### src/hdl/csmt_pkg.sv
// Package for the constant-speed mover: opcodes, widths and shared types.
package csmt_pkg;

  localparam int CoordW = 32;
  localparam int GapW   = 33;
  localparam int MagW   = 32;
  localparam int SqW    = 66;
  localparam int DistW  = 34;
  localparam int StepW  = 48;
  localparam int QuoW   = 50;
  localparam int CntW   = 7;

  typedef enum logic [1:0] {
    OP_SET  = 2'd0,
    OP_MOVE = 2'd1,
    OP_TICK = 2'd2,
    OP_STOP = 2'd3
  } opcode_t;

  // Command for the shared iterative unit
  typedef enum logic [2:0] {
    U_SQRT = 3'b001,
    U_DIV  = 3'b010,
    U_MUL  = 3'b100
  } unit_op_t;

  typedef struct packed {
    logic            start;
    unit_op_t        op;
    logic [SqW-1:0]  a;
    logic [QuoW-1:0] b;
  } unit_req_t;

  typedef struct packed {
    logic            done;
    logic [SqW-1:0]  res;
  } unit_rsp_t;

endpackage

### src/hdl/csmt_unit.sv
// Shared iterative unit: one bit per cycle square root, divide and multiply.
module csmt_unit import csmt_pkg::*; (
  input  logic      clk,
  input  logic      rst_n,
  input  unit_req_t req,
  output unit_rsp_t rsp
);

  logic            busy_r, busy_nxt;
  unit_op_t        op_r, op_nxt;
  logic [CntW-1:0] cnt_r, cnt_nxt;
  logic [SqW-1:0]  a_r, a_nxt;     // dividend / radicand / multiplier shift
  logic [QuoW-1:0] b_r, b_nxt;     // divisor / multiplicand
  logic [SqW+1:0]  rem_r, rem_nxt; // partial remainder or product accumulator
  logic [SqW-1:0]  q_r, q_nxt;
  logic            done_r, done_nxt;
  logic [SqW+1:0]  trial;
  logic [SqW+1:0]  shifted;

  always_comb begin
    busy_nxt = busy_r;
    op_nxt   = op_r;
    cnt_nxt  = cnt_r;
    a_nxt    = a_r;
    b_nxt    = b_r;
    rem_nxt  = rem_r;
    q_nxt    = q_r;
    done_nxt = 1'b0;
    shifted  = '0;
    trial    = '0;
    if (req.start) begin
      busy_nxt = 1'b1;
      op_nxt   = req.op;
      a_nxt    = req.a;
      b_nxt    = req.b;
      rem_nxt  = '0;
      q_nxt    = '0;
      case (req.op)
        U_SQRT:  cnt_nxt = CntW'(SqW / 2);
        U_DIV:   cnt_nxt = CntW'(SqW);
        U_MUL:   cnt_nxt = CntW'(QuoW);
        default: cnt_nxt = '0;
      endcase
    end else if (busy_r) begin
      case (op_r)
        // Restoring square root, two radicand bits per step
        U_SQRT: begin
          shifted = {rem_r[SqW-1:0], a_r[SqW-1 -: 2]};
          trial   = {q_r[SqW-1:0], 2'b01};
          a_nxt   = {a_r[SqW-3:0], 2'b00};
          if (shifted >= trial) begin
            rem_nxt = shifted - trial;
            q_nxt   = {q_r[SqW-2:0], 1'b1};
          end else begin
            rem_nxt = shifted;
            q_nxt   = {q_r[SqW-2:0], 1'b0};
          end
        end
        // Restoring division, one quotient bit per step
        U_DIV: begin
          shifted = {rem_r[SqW:0], a_r[SqW-1]};
          trial   = {{(SqW+2-QuoW){1'b0}}, b_r};
          a_nxt   = {a_r[SqW-2:0], 1'b0};
          if (shifted >= trial) begin
            rem_nxt = shifted - trial;
            q_nxt   = {q_r[SqW-2:0], 1'b1};
          end else begin
            rem_nxt = shifted;
            q_nxt   = {q_r[SqW-2:0], 1'b0};
          end
        end
        // Shift-add multiply, multiplier bits from the top
        U_MUL: begin
          shifted = {rem_r[SqW:0], 1'b0};
          trial   = a_r[QuoW-1] ? shifted + {{(SqW+2-QuoW){1'b0}}, b_r} : shifted;
          rem_nxt = trial;
          q_nxt   = trial[SqW-1:0];
          a_nxt   = {a_r[SqW-2:0], 1'b0};
        end
        default: ;
      endcase
      cnt_nxt = cnt_r - CntW'(1);
      if (cnt_r == CntW'(1)) begin
        busy_nxt = 1'b0;
        done_nxt = 1'b1;
      end
    end
  end

  always_ff @(posedge clk) begin
    if (!rst_n) begin
      busy_r <= 1'b0;
      done_r <= 1'b0;
      cnt_r  <= '0;
      op_r   <= U_SQRT;
    end else begin
      busy_r <= busy_nxt;
      done_r <= done_nxt;
      cnt_r  <= cnt_nxt;
      op_r   <= op_nxt;
    end
    a_r   <= a_nxt;
    b_r   <= b_nxt;
    rem_r <= rem_nxt;
    q_r   <= q_nxt;
  end

  assign rsp.done = done_r;
  assign rsp.res  = q_r;

endmodule

### src/hdl/constant_speed_move_to_target_top.sv
// Top level of the constant-speed mover: sequencer, state and stream ports.
//
// One request is handled at a time. Set position and stop go straight to output.
// Start move runs three squaring passes, a square root and, for a nonzero
// speed, a divide through one shared bit-serial unit. A tick while moving
// runs the same squares and root, then a step multiply and, unless it
// arrives, a scaling multiply and a divide for each axis. The single
// shared unit retires one bit per cycle. in_tready is low while a request
// is in progress; a finished result waits in the output register until taken.
module constant_speed_move_to_target_top import csmt_pkg::*; (
  input  logic          clk,
  input  logic          rst_n,
  input  logic          in_tvalid,
  output logic          in_tready,
  // tdata: opcode[1:0], coord_x[33:2], coord_y[65:34], coord_z[97:66],
  //        move_speed[129:98], elapsed_time[161:130], zero fill to 168
  input  logic [167:0]  in_tdata,
  output logic          out_tvalid,
  input  logic          out_tready,
  // tdata: pos_x[31:0], pos_y[63:32], pos_z[95:64], arrived[96],
  //        is_moving[97], travel_time[129:98], zero_speed[130], zero fill
  output logic [135:0]  out_tdata
);

  typedef enum logic [10:0] {
    S_IDLE  = 11'b00000000001,
    S_DEC   = 11'b00000000010,
    S_SQ    = 11'b00000000100,
    S_SQW   = 11'b00000001000,
    S_RT    = 11'b00000010000,
    S_RTW   = 11'b00000100000,
    S_MULW  = 11'b00001000000,
    S_CHK   = 11'b00010000000,
    S_DIVW  = 11'b00100000000,
    S_ADV   = 11'b01000000000,
    S_OUT   = 11'b10000000000
  } state_t;

  state_t state_r, state_nxt;
  opcode_t op_r;
  logic signed [CoordW-1:0] px_r, py_r, pz_r, gx_r, gy_r, gz_r;
  logic [CoordW-1:0] speed_r, dt_r, ttime_r;
  logic moving_r, arrived_r, zspd_r, ovalid_r;
  logic [1:0] axis_r;
  logic [SqW-1:0] sum_r;
  logic [DistW-1:0] dist_r;
  logic [StepW-1:0] step_r;
  logic [CoordW-1:0] outx_r, outy_r, outz_r;
  unit_req_t req;
  unit_rsp_t rsp;
  logic signed [GapW-1:0] gap;
  logic [MagW-1:0] gmag;
  logic [QuoW-1:0] qsel;

  csmt_unit u_unit (.clk(clk), .rst_n(rst_n), .req(req), .rsp(rsp));

  // Gap on the selected axis
  always_comb begin
    case (axis_r)
      2'd0:    gap = GapW'(gx_r) - GapW'(px_r);
      2'd1:    gap = GapW'(gy_r) - GapW'(py_r);
      default: gap = GapW'(gz_r) - GapW'(pz_r);
    endcase
    gmag = gap[GapW-1] ? MagW'(-gap) : MagW'(gap);
    qsel = rsp.res[QuoW-1:0];
  end

  // Sequencer
  always_comb begin
    state_nxt = state_r;
    req       = '{start: 1'b0, op: U_SQRT, a: '0, b: '0};
    case (state_r)
      S_IDLE: if (in_tvalid && !ovalid_r) state_nxt = S_DEC;
      S_DEC: begin
        if ((op_r == OP_MOVE) || (op_r == OP_TICK && moving_r)) state_nxt = S_SQ;
        else state_nxt = S_OUT;
      end
      S_SQ: begin
        req = '{start: 1'b1, op: U_MUL, a: {{(SqW-QuoW){1'b0}}, QuoW'(gmag)},
                b: QuoW'(gmag)};
        state_nxt = S_SQW;
      end
      S_SQW: if (rsp.done) state_nxt = (axis_r == 2'd2) ? S_RT : S_SQ;
      S_RT: begin
        req = '{start: 1'b1, op: U_SQRT, a: sum_r, b: '0};
        state_nxt = S_RTW;
      end
      S_RTW: if (rsp.done) begin
        if (op_r == OP_MOVE) begin
          if (speed_r != '0) begin
            req = '{start: 1'b1, op: U_DIV, a: SqW'({rsp.res[DistW-1:0], 16'h0}),
                    b: QuoW'(speed_r)};
            state_nxt = S_DIVW;
          end else state_nxt = S_OUT;
        end else begin
          req = '{start: 1'b1, op: U_MUL, a: SqW'(dt_r), b: QuoW'(speed_r)};
          state_nxt = S_MULW;
        end
      end
      S_MULW: if (rsp.done) state_nxt = S_CHK;
      S_CHK: begin
        if (StepW'(step_r) >= StepW'(dist_r)) state_nxt = S_OUT;
        else begin
          req = '{start: 1'b1, op: U_MUL, a: SqW'(gmag), b: QuoW'(step_r)};
          state_nxt = S_ADV;
        end
      end
      S_ADV: if (rsp.done) begin
        req = '{start: 1'b1, op: U_DIV, a: rsp.res, b: QuoW'(dist_r)};
        state_nxt = S_DIVW;
      end
      S_DIVW: if (rsp.done) begin
        if (op_r == OP_MOVE || axis_r == 2'd2) state_nxt = S_OUT;
        else state_nxt = S_CHK;
      end
      S_OUT: state_nxt = S_IDLE;
      default: state_nxt = S_IDLE;
    endcase
  end

  // Datapath registers
  always_ff @(posedge clk) begin
    if (!rst_n) begin
      state_r <= S_IDLE;
      px_r <= '0; py_r <= '0; pz_r <= '0;
      gx_r <= '0; gy_r <= '0; gz_r <= '0;
      speed_r <= '0; moving_r <= 1'b0; ovalid_r <= 1'b0;
      op_r <= OP_SET; axis_r <= '0;
    end else begin
      state_r <= state_nxt;
      if (out_tvalid && out_tready) ovalid_r <= 1'b0;
      case (state_r)
        S_IDLE: if (in_tvalid && !ovalid_r) begin
          op_r      <= opcode_t'(in_tdata[1:0]);
          dt_r      <= in_tdata[161:130];
          arrived_r <= 1'b0;
          zspd_r    <= 1'b0;
          ttime_r   <= '0;
          axis_r    <= '0;
          sum_r     <= '0;
          case (opcode_t'(in_tdata[1:0]))
            OP_SET: begin
              px_r <= in_tdata[33:2]; py_r <= in_tdata[65:34]; pz_r <= in_tdata[97:66];
            end
            OP_MOVE: begin
              gx_r <= in_tdata[33:2]; gy_r <= in_tdata[65:34]; gz_r <= in_tdata[97:66];
              speed_r  <= in_tdata[129:98];
              moving_r <= 1'b1;
              if (in_tdata[129:98] == '0) begin
                zspd_r  <= 1'b1;
                ttime_r <= '1;
              end
            end
            OP_STOP: moving_r <= 1'b0;
            default: ;
          endcase
        end
        S_SQW: if (rsp.done) begin
          sum_r  <= sum_r + rsp.res;
          axis_r <= (axis_r == 2'd2) ? 2'd0 : axis_r + 2'd1;
        end
        S_RTW: if (rsp.done) dist_r <= rsp.res[DistW-1:0];
        S_MULW: if (rsp.done) step_r <= rsp.res[StepW+15:16];
        S_CHK: if (StepW'(step_r) >= StepW'(dist_r)) begin
          arrived_r <= 1'b1;
          moving_r  <= 1'b0;
          px_r <= gx_r; py_r <= gy_r; pz_r <= gz_r;
        end
        S_DIVW: if (rsp.done) begin
          if (op_r == OP_MOVE) begin
            ttime_r <= (rsp.res[SqW-1:32] != '0) ? '1 : rsp.res[31:0];
          end else begin
            case (axis_r)
              2'd0: px_r <= gap[GapW-1] ? px_r - qsel[31:0] : px_r + qsel[31:0];
              2'd1: py_r <= gap[GapW-1] ? py_r - qsel[31:0] : py_r + qsel[31:0];
              default: pz_r <= gap[GapW-1] ? pz_r - qsel[31:0] : pz_r + qsel[31:0];
            endcase
            axis_r <= axis_r + 2'd1;
          end
        end
        S_OUT: begin
          outx_r <= px_r; outy_r <= py_r; outz_r <= pz_r;
          ovalid_r <= 1'b1;
        end
        default: ;
      endcase
    end
  end

  assign in_tready  = (state_r == S_IDLE) && !ovalid_r;
  assign out_tvalid = ovalid_r;
  assign out_tdata  = {5'b0, zspd_r, ttime_r, moving_r, arrived_r, outz_r, outy_r, outx_r};

`ifndef SYNTHESIS
  // No new request while a result is pending
  a_no_accept_pending: assert property (@(posedge clk) disable iff (!rst_n)
    out_tvalid |-> !in_tready) else $error("accept with result pending");
  // Arrival always ends the move
  a_arrive_stops: assert property (@(posedge clk) disable iff (!rst_n)
    (out_tvalid && out_tdata[96]) |-> !out_tdata[97]) else $error("arrived while moving");
  // Zero speed saturates travel time
  a_zero_sat: assert property (@(posedge clk) disable iff (!rst_n)
    (out_tvalid && out_tdata[130]) |-> (out_tdata[129:98] == 32'hFFFFFFFF))
    else $error("zero speed not saturated");
`endif

endmodule
### config.mk
export PLATFORM = sky130hd
export DESIGN_NAME = constant_speed_move_to_target_top
export DESIGN_NICKNAME = d
export VERILOG_FILES = /design/src/hdl/csmt_pkg.sv /design/src/hdl/csmt_unit.sv /design/src/hdl/constant_speed_move_to_target_top.sv
export SDC_FILE = /design/constraint.sdc
export NUM_CORES = 2
export LEC_CHECK = 0
export CAP_MARGIN = 20
export CORE_MARGIN = 2
export CORE_UTILIZATION = 33
export DETAILED_ROUTE_END_ITERATION = 16
export DONT_BUFFER_PORTS = 1
export PLACE_DENSITY = 0.46
export SYNTH_ARGS = -nofsm -noshare
export SYNTH_HDL_FRONTEND = slang
export SYNTH_SLANG_ARGS = --single-unit
### constraint.sdc
create_clock -name clk -period 12.33 [get_ports clk]
set_clock_uncertainty 0.1 [all_clocks]
set_input_delay 1.233 -clock clk [delete_from_list [all_inputs] [get_ports clk]]
set_output_delay 1.233 -clock clk [all_outputs]
set_load 0.02 [all_outputs]
==> out/metrics.cfg <==
[critical_path]
reg2reg_depth = 28
crit_type = register to register
ff2ff_setup_slack_ns = 3.15
worstPathRequired_ns = 12.84
cp_slowest_cell = a211oi_1
setup.worst_path.start_class = register
reg2reg_to = px_r[29]$_SDFFE_PN0P_
r2r_start = pz_r[9]$_SDFFE_PN0P_
critical_path_peak_fanout = 9
cp_data_arrival_time_ns = 9.69
cp-end-kind = register
slowest_delay_ns = 0.70

[clocking]
postCtsSetupBuffers = 0
cts_root_buf = clkbuf_16
post_cts_resized = 0
htree_levels = 3
insertion_delay_ns = 0.77
cts_tree = done
cts-hold-fix-buffers = 0
cts_buffers = 102
clkSlewWorstSetupHoldPaths_ns = 0.06
clkSinkCount = 810
cts.path.max_buffers = 3

[synth]
synth_top_family_by_area = compound AO/OA/AOI/OAI gates
synth_edf_count = 424
ys_types = 122
ys_seq_area_frac = 0.340
synthXorXnorAreaFrac = 0.0744
synth_seq_cells = 810
netlist_instances = 7279
ys.warnings.count = 0
synth_area_um2 = 60200
avgSynthCellArea_um2 = 8.26
synthMuxAreaShare = 0.00497
yosys.area_share.simple = 0.165
synthAdderAreaFrac = 0.0910
async_flop_share = 0
synth_ff_type = edfxtp_1
synth-compound-area-share = 0.271

[min_path]
worstHoldPathCells = 0
min_to = outy_r[31]$_DFFE_PP_
min_from = py_r[31]$_SDFFE_PN0P_
hp-class = register to register

[floorplanning]
die_h_um = 431
start_util = 0.332
num_rows = 156
pin_count = 310
die_w_um = 431
die-area_um2 = 186000
core-area_um2 = 181000

[run_status]
outcome = finished, final reports clean

[route]
wl_met2_um = 115000
wl_met3_um = 18200
drt_first_pass_iters = 7
met1Wirelength_um = 120000
wl_per_cell_um = 27.2
dr.first_iter.drc_count = 5500
via_count = 56200
drc = 0
postRouteAntennaNets = 0
routed_wl_um = 261000
viasPerCell = 5.86
top_layer_used = met5

[power]
finalPower_mw = 11.5
leakage_nw = 25.9
ir_worst_vdd_v = 0.000132
power.density_nw_per_um2 = 173

[place]
io_buffers = 0
hpwl_um = 195000
post_dp_cell_area_um2 = 62900
routabilityCongestion = 0.952
post-place-cells = 9388

[global_routing]
grt_pass1_vias = 52700
overflow = 0
antenna_found_initial = 27
grt_max_degree = 176
grt_util_all_layers = 0.272
grt_pass1_wl_um = 376000

[timing]
grt_setup_unrepaired = false
max_freq_mhz = 109
setup_viol_count_final = 0
finalSetupTns_ns = 0
finalHoldViolCount = 0
relSlewSlack = 0.158
slew_viol_final = 0
period_share = 0.744
tightest_slew_ns = 1.25
fin_crit_ns = 9.18

[cells_and_area]
syn_to_final_growth_pct = 10.7
drive_gt1_frac = 0.0644
final_cell_mix = nand2_1 (897), a21oi_1 (754), nor2_1 (568), o21ai_0 (430), edfxtp_1 (424)
nets = 7696
stdcell_count = 9601
fin_area_um2 = 66600
final_common_cell = nand2_1

[run]
drv_cap = 0

-- per-layer routing --
| metal | vias up | global-route usage |
|---|---|---|
| li1 | 26400 | - |
| met1 | 27600 | 0.385 |
| met2 | 1999 | 0.421 |
| met3 | 288 | 0.0426 |
| met4 | 2 | 0.0853 |
| met5 | - | 0 |
-- worst max-delay path, delay by kind of cell, from the launching register on --
| kind | cells | cell delay (ns) |
|---|---|---|
| DFF | 1 | 0.37 |
| AOI/OAI and AO/OA | 18 | 5.72 |
| muxes | 3 | 1.17 |
| adders and majority gates | 2 | 0.67 |
| buffers and inverters | 2 | 0.41 |
| and+or+nand+nor | 3 | 0.56 |
-- layout make-up --
type                            count  area [µm²]
Fill cell                       18600      114000
Multi-Input combinational cell   5637       36800
Sequential cell                   810       20500
Tap cell                         2370        2970
Clock buffer                      118        2680
Inverter                          417        1580
Timing Repair Buffer              155        1190
Clock inverter                     73         915
Antenna cell                       21        52.6
-- state kept, by name, summed over array words and instances (netlist names), 2 cells and up --
register      flops
u_unit.rem_r     67
sum_r            66
u_unit.a_r       66
u_unit.q_r       66
step_r           48
u_unit.b_r       48
dist_r           34
dt_r             32
gx_r             32
gy_r             32
gz_r             32
outx_r           32
outy_r           32
outz_r           32
px_r             32
py_r             32
pz_r             32
speed_r          32
ttime_r          32
state_r          11
u_unit.cnt_r      7
u_unit.op_r       3
axis_r            2
op_r              2
-- metrics by stage --
| step | util | setup WS (ns) | hold slack [ns] |
|---|---|---|---|
| after detailed placement | 0.348 | 3.60 | 0.319 |
| after floorplan | - | 3.74 | 0.306 |
| after global routing | 0.368 | 2.82 | 0.363 |
| final | 0.368 | 3.15 | 0.333 |
| after global placement | 0.348 | 3.63 | 0.322 |
| after CTS | 0.368 | 3.53 | 0.334 |
-- report_power, final --
group | leakage [nW] | internal, mW | total [mW] | switching (mW)
logic | 17.1 | 1.71 | 4.95 | 3.24
registers | 7.10 | 2.98 | 3.22 | 0.240
clock network | 1.75 | 1.96 | 3.33 | 1.37
-- kinds of logic after synthesis --
family | after synthesis
compound gates | 2468
xor+xnor | 488
fa+ha+maj | 440
buf+inv | 850
flops | 810
mux | 29
other cells | 1
simple gates | 2193
-- how the worst max path moves through the flow --
stage,startpoint,end,slack (ns),depth (start not counted)
floorplan,rst_n,outx_r[0]$_DFFE_PP_,3.74,2
global placement,gz_r[0]$_SDFFE_PN0P_,px_r[29]$_SDFFE_PN0P_,3.63,30
detailed placement,pz_r[0]$_SDFFE_PN0P_,px_r[29]$_SDFFE_PN0P_,3.60,29
CTS,pz_r[0]$_SDFFE_PN0P_,px_r[29]$_SDFFE_PN0P_,3.53,29
global route,pz_r[7]$_SDFFE_PN0P_,px_r[29]$_SDFFE_PN0P_,2.82,28
finish,pz_r[9]$_SDFFE_PN0P_,px_r[29]$_SDFFE_PN0P_,3.15,28
-- cell usage after synthesis (48+ instances only) --
cell type	count	area, µm²
a31oi_1	112	701
a211oi_1	123	923
ha_1	393	4920
a21o_1	170	1280
edfxtp_1	424	12700
a21oi_1	757	3790
nand3_1	99	495
nor2b_1	56	350
clkbuf_1	380	1430
o21bai_1	66	495
nor3_1	121	606
a221oi_1	117	1020
inv_1	412	1550
o211ai_1	48	360
o21ai_0	430	2150
nor2_1	577	2170
xor2_1	141	1230
xnor2_1	332	2910
and3_1	64	400
dfxtp_1	386	7730
o21a_1	73	548
o31ai_1	49	368
nand2_1	901	3380
nand2b_1	61	382
nor4_1	66	413
a22oi_1	119	893
nand4_1	69	432
Power figures use the tool's default switching activity.
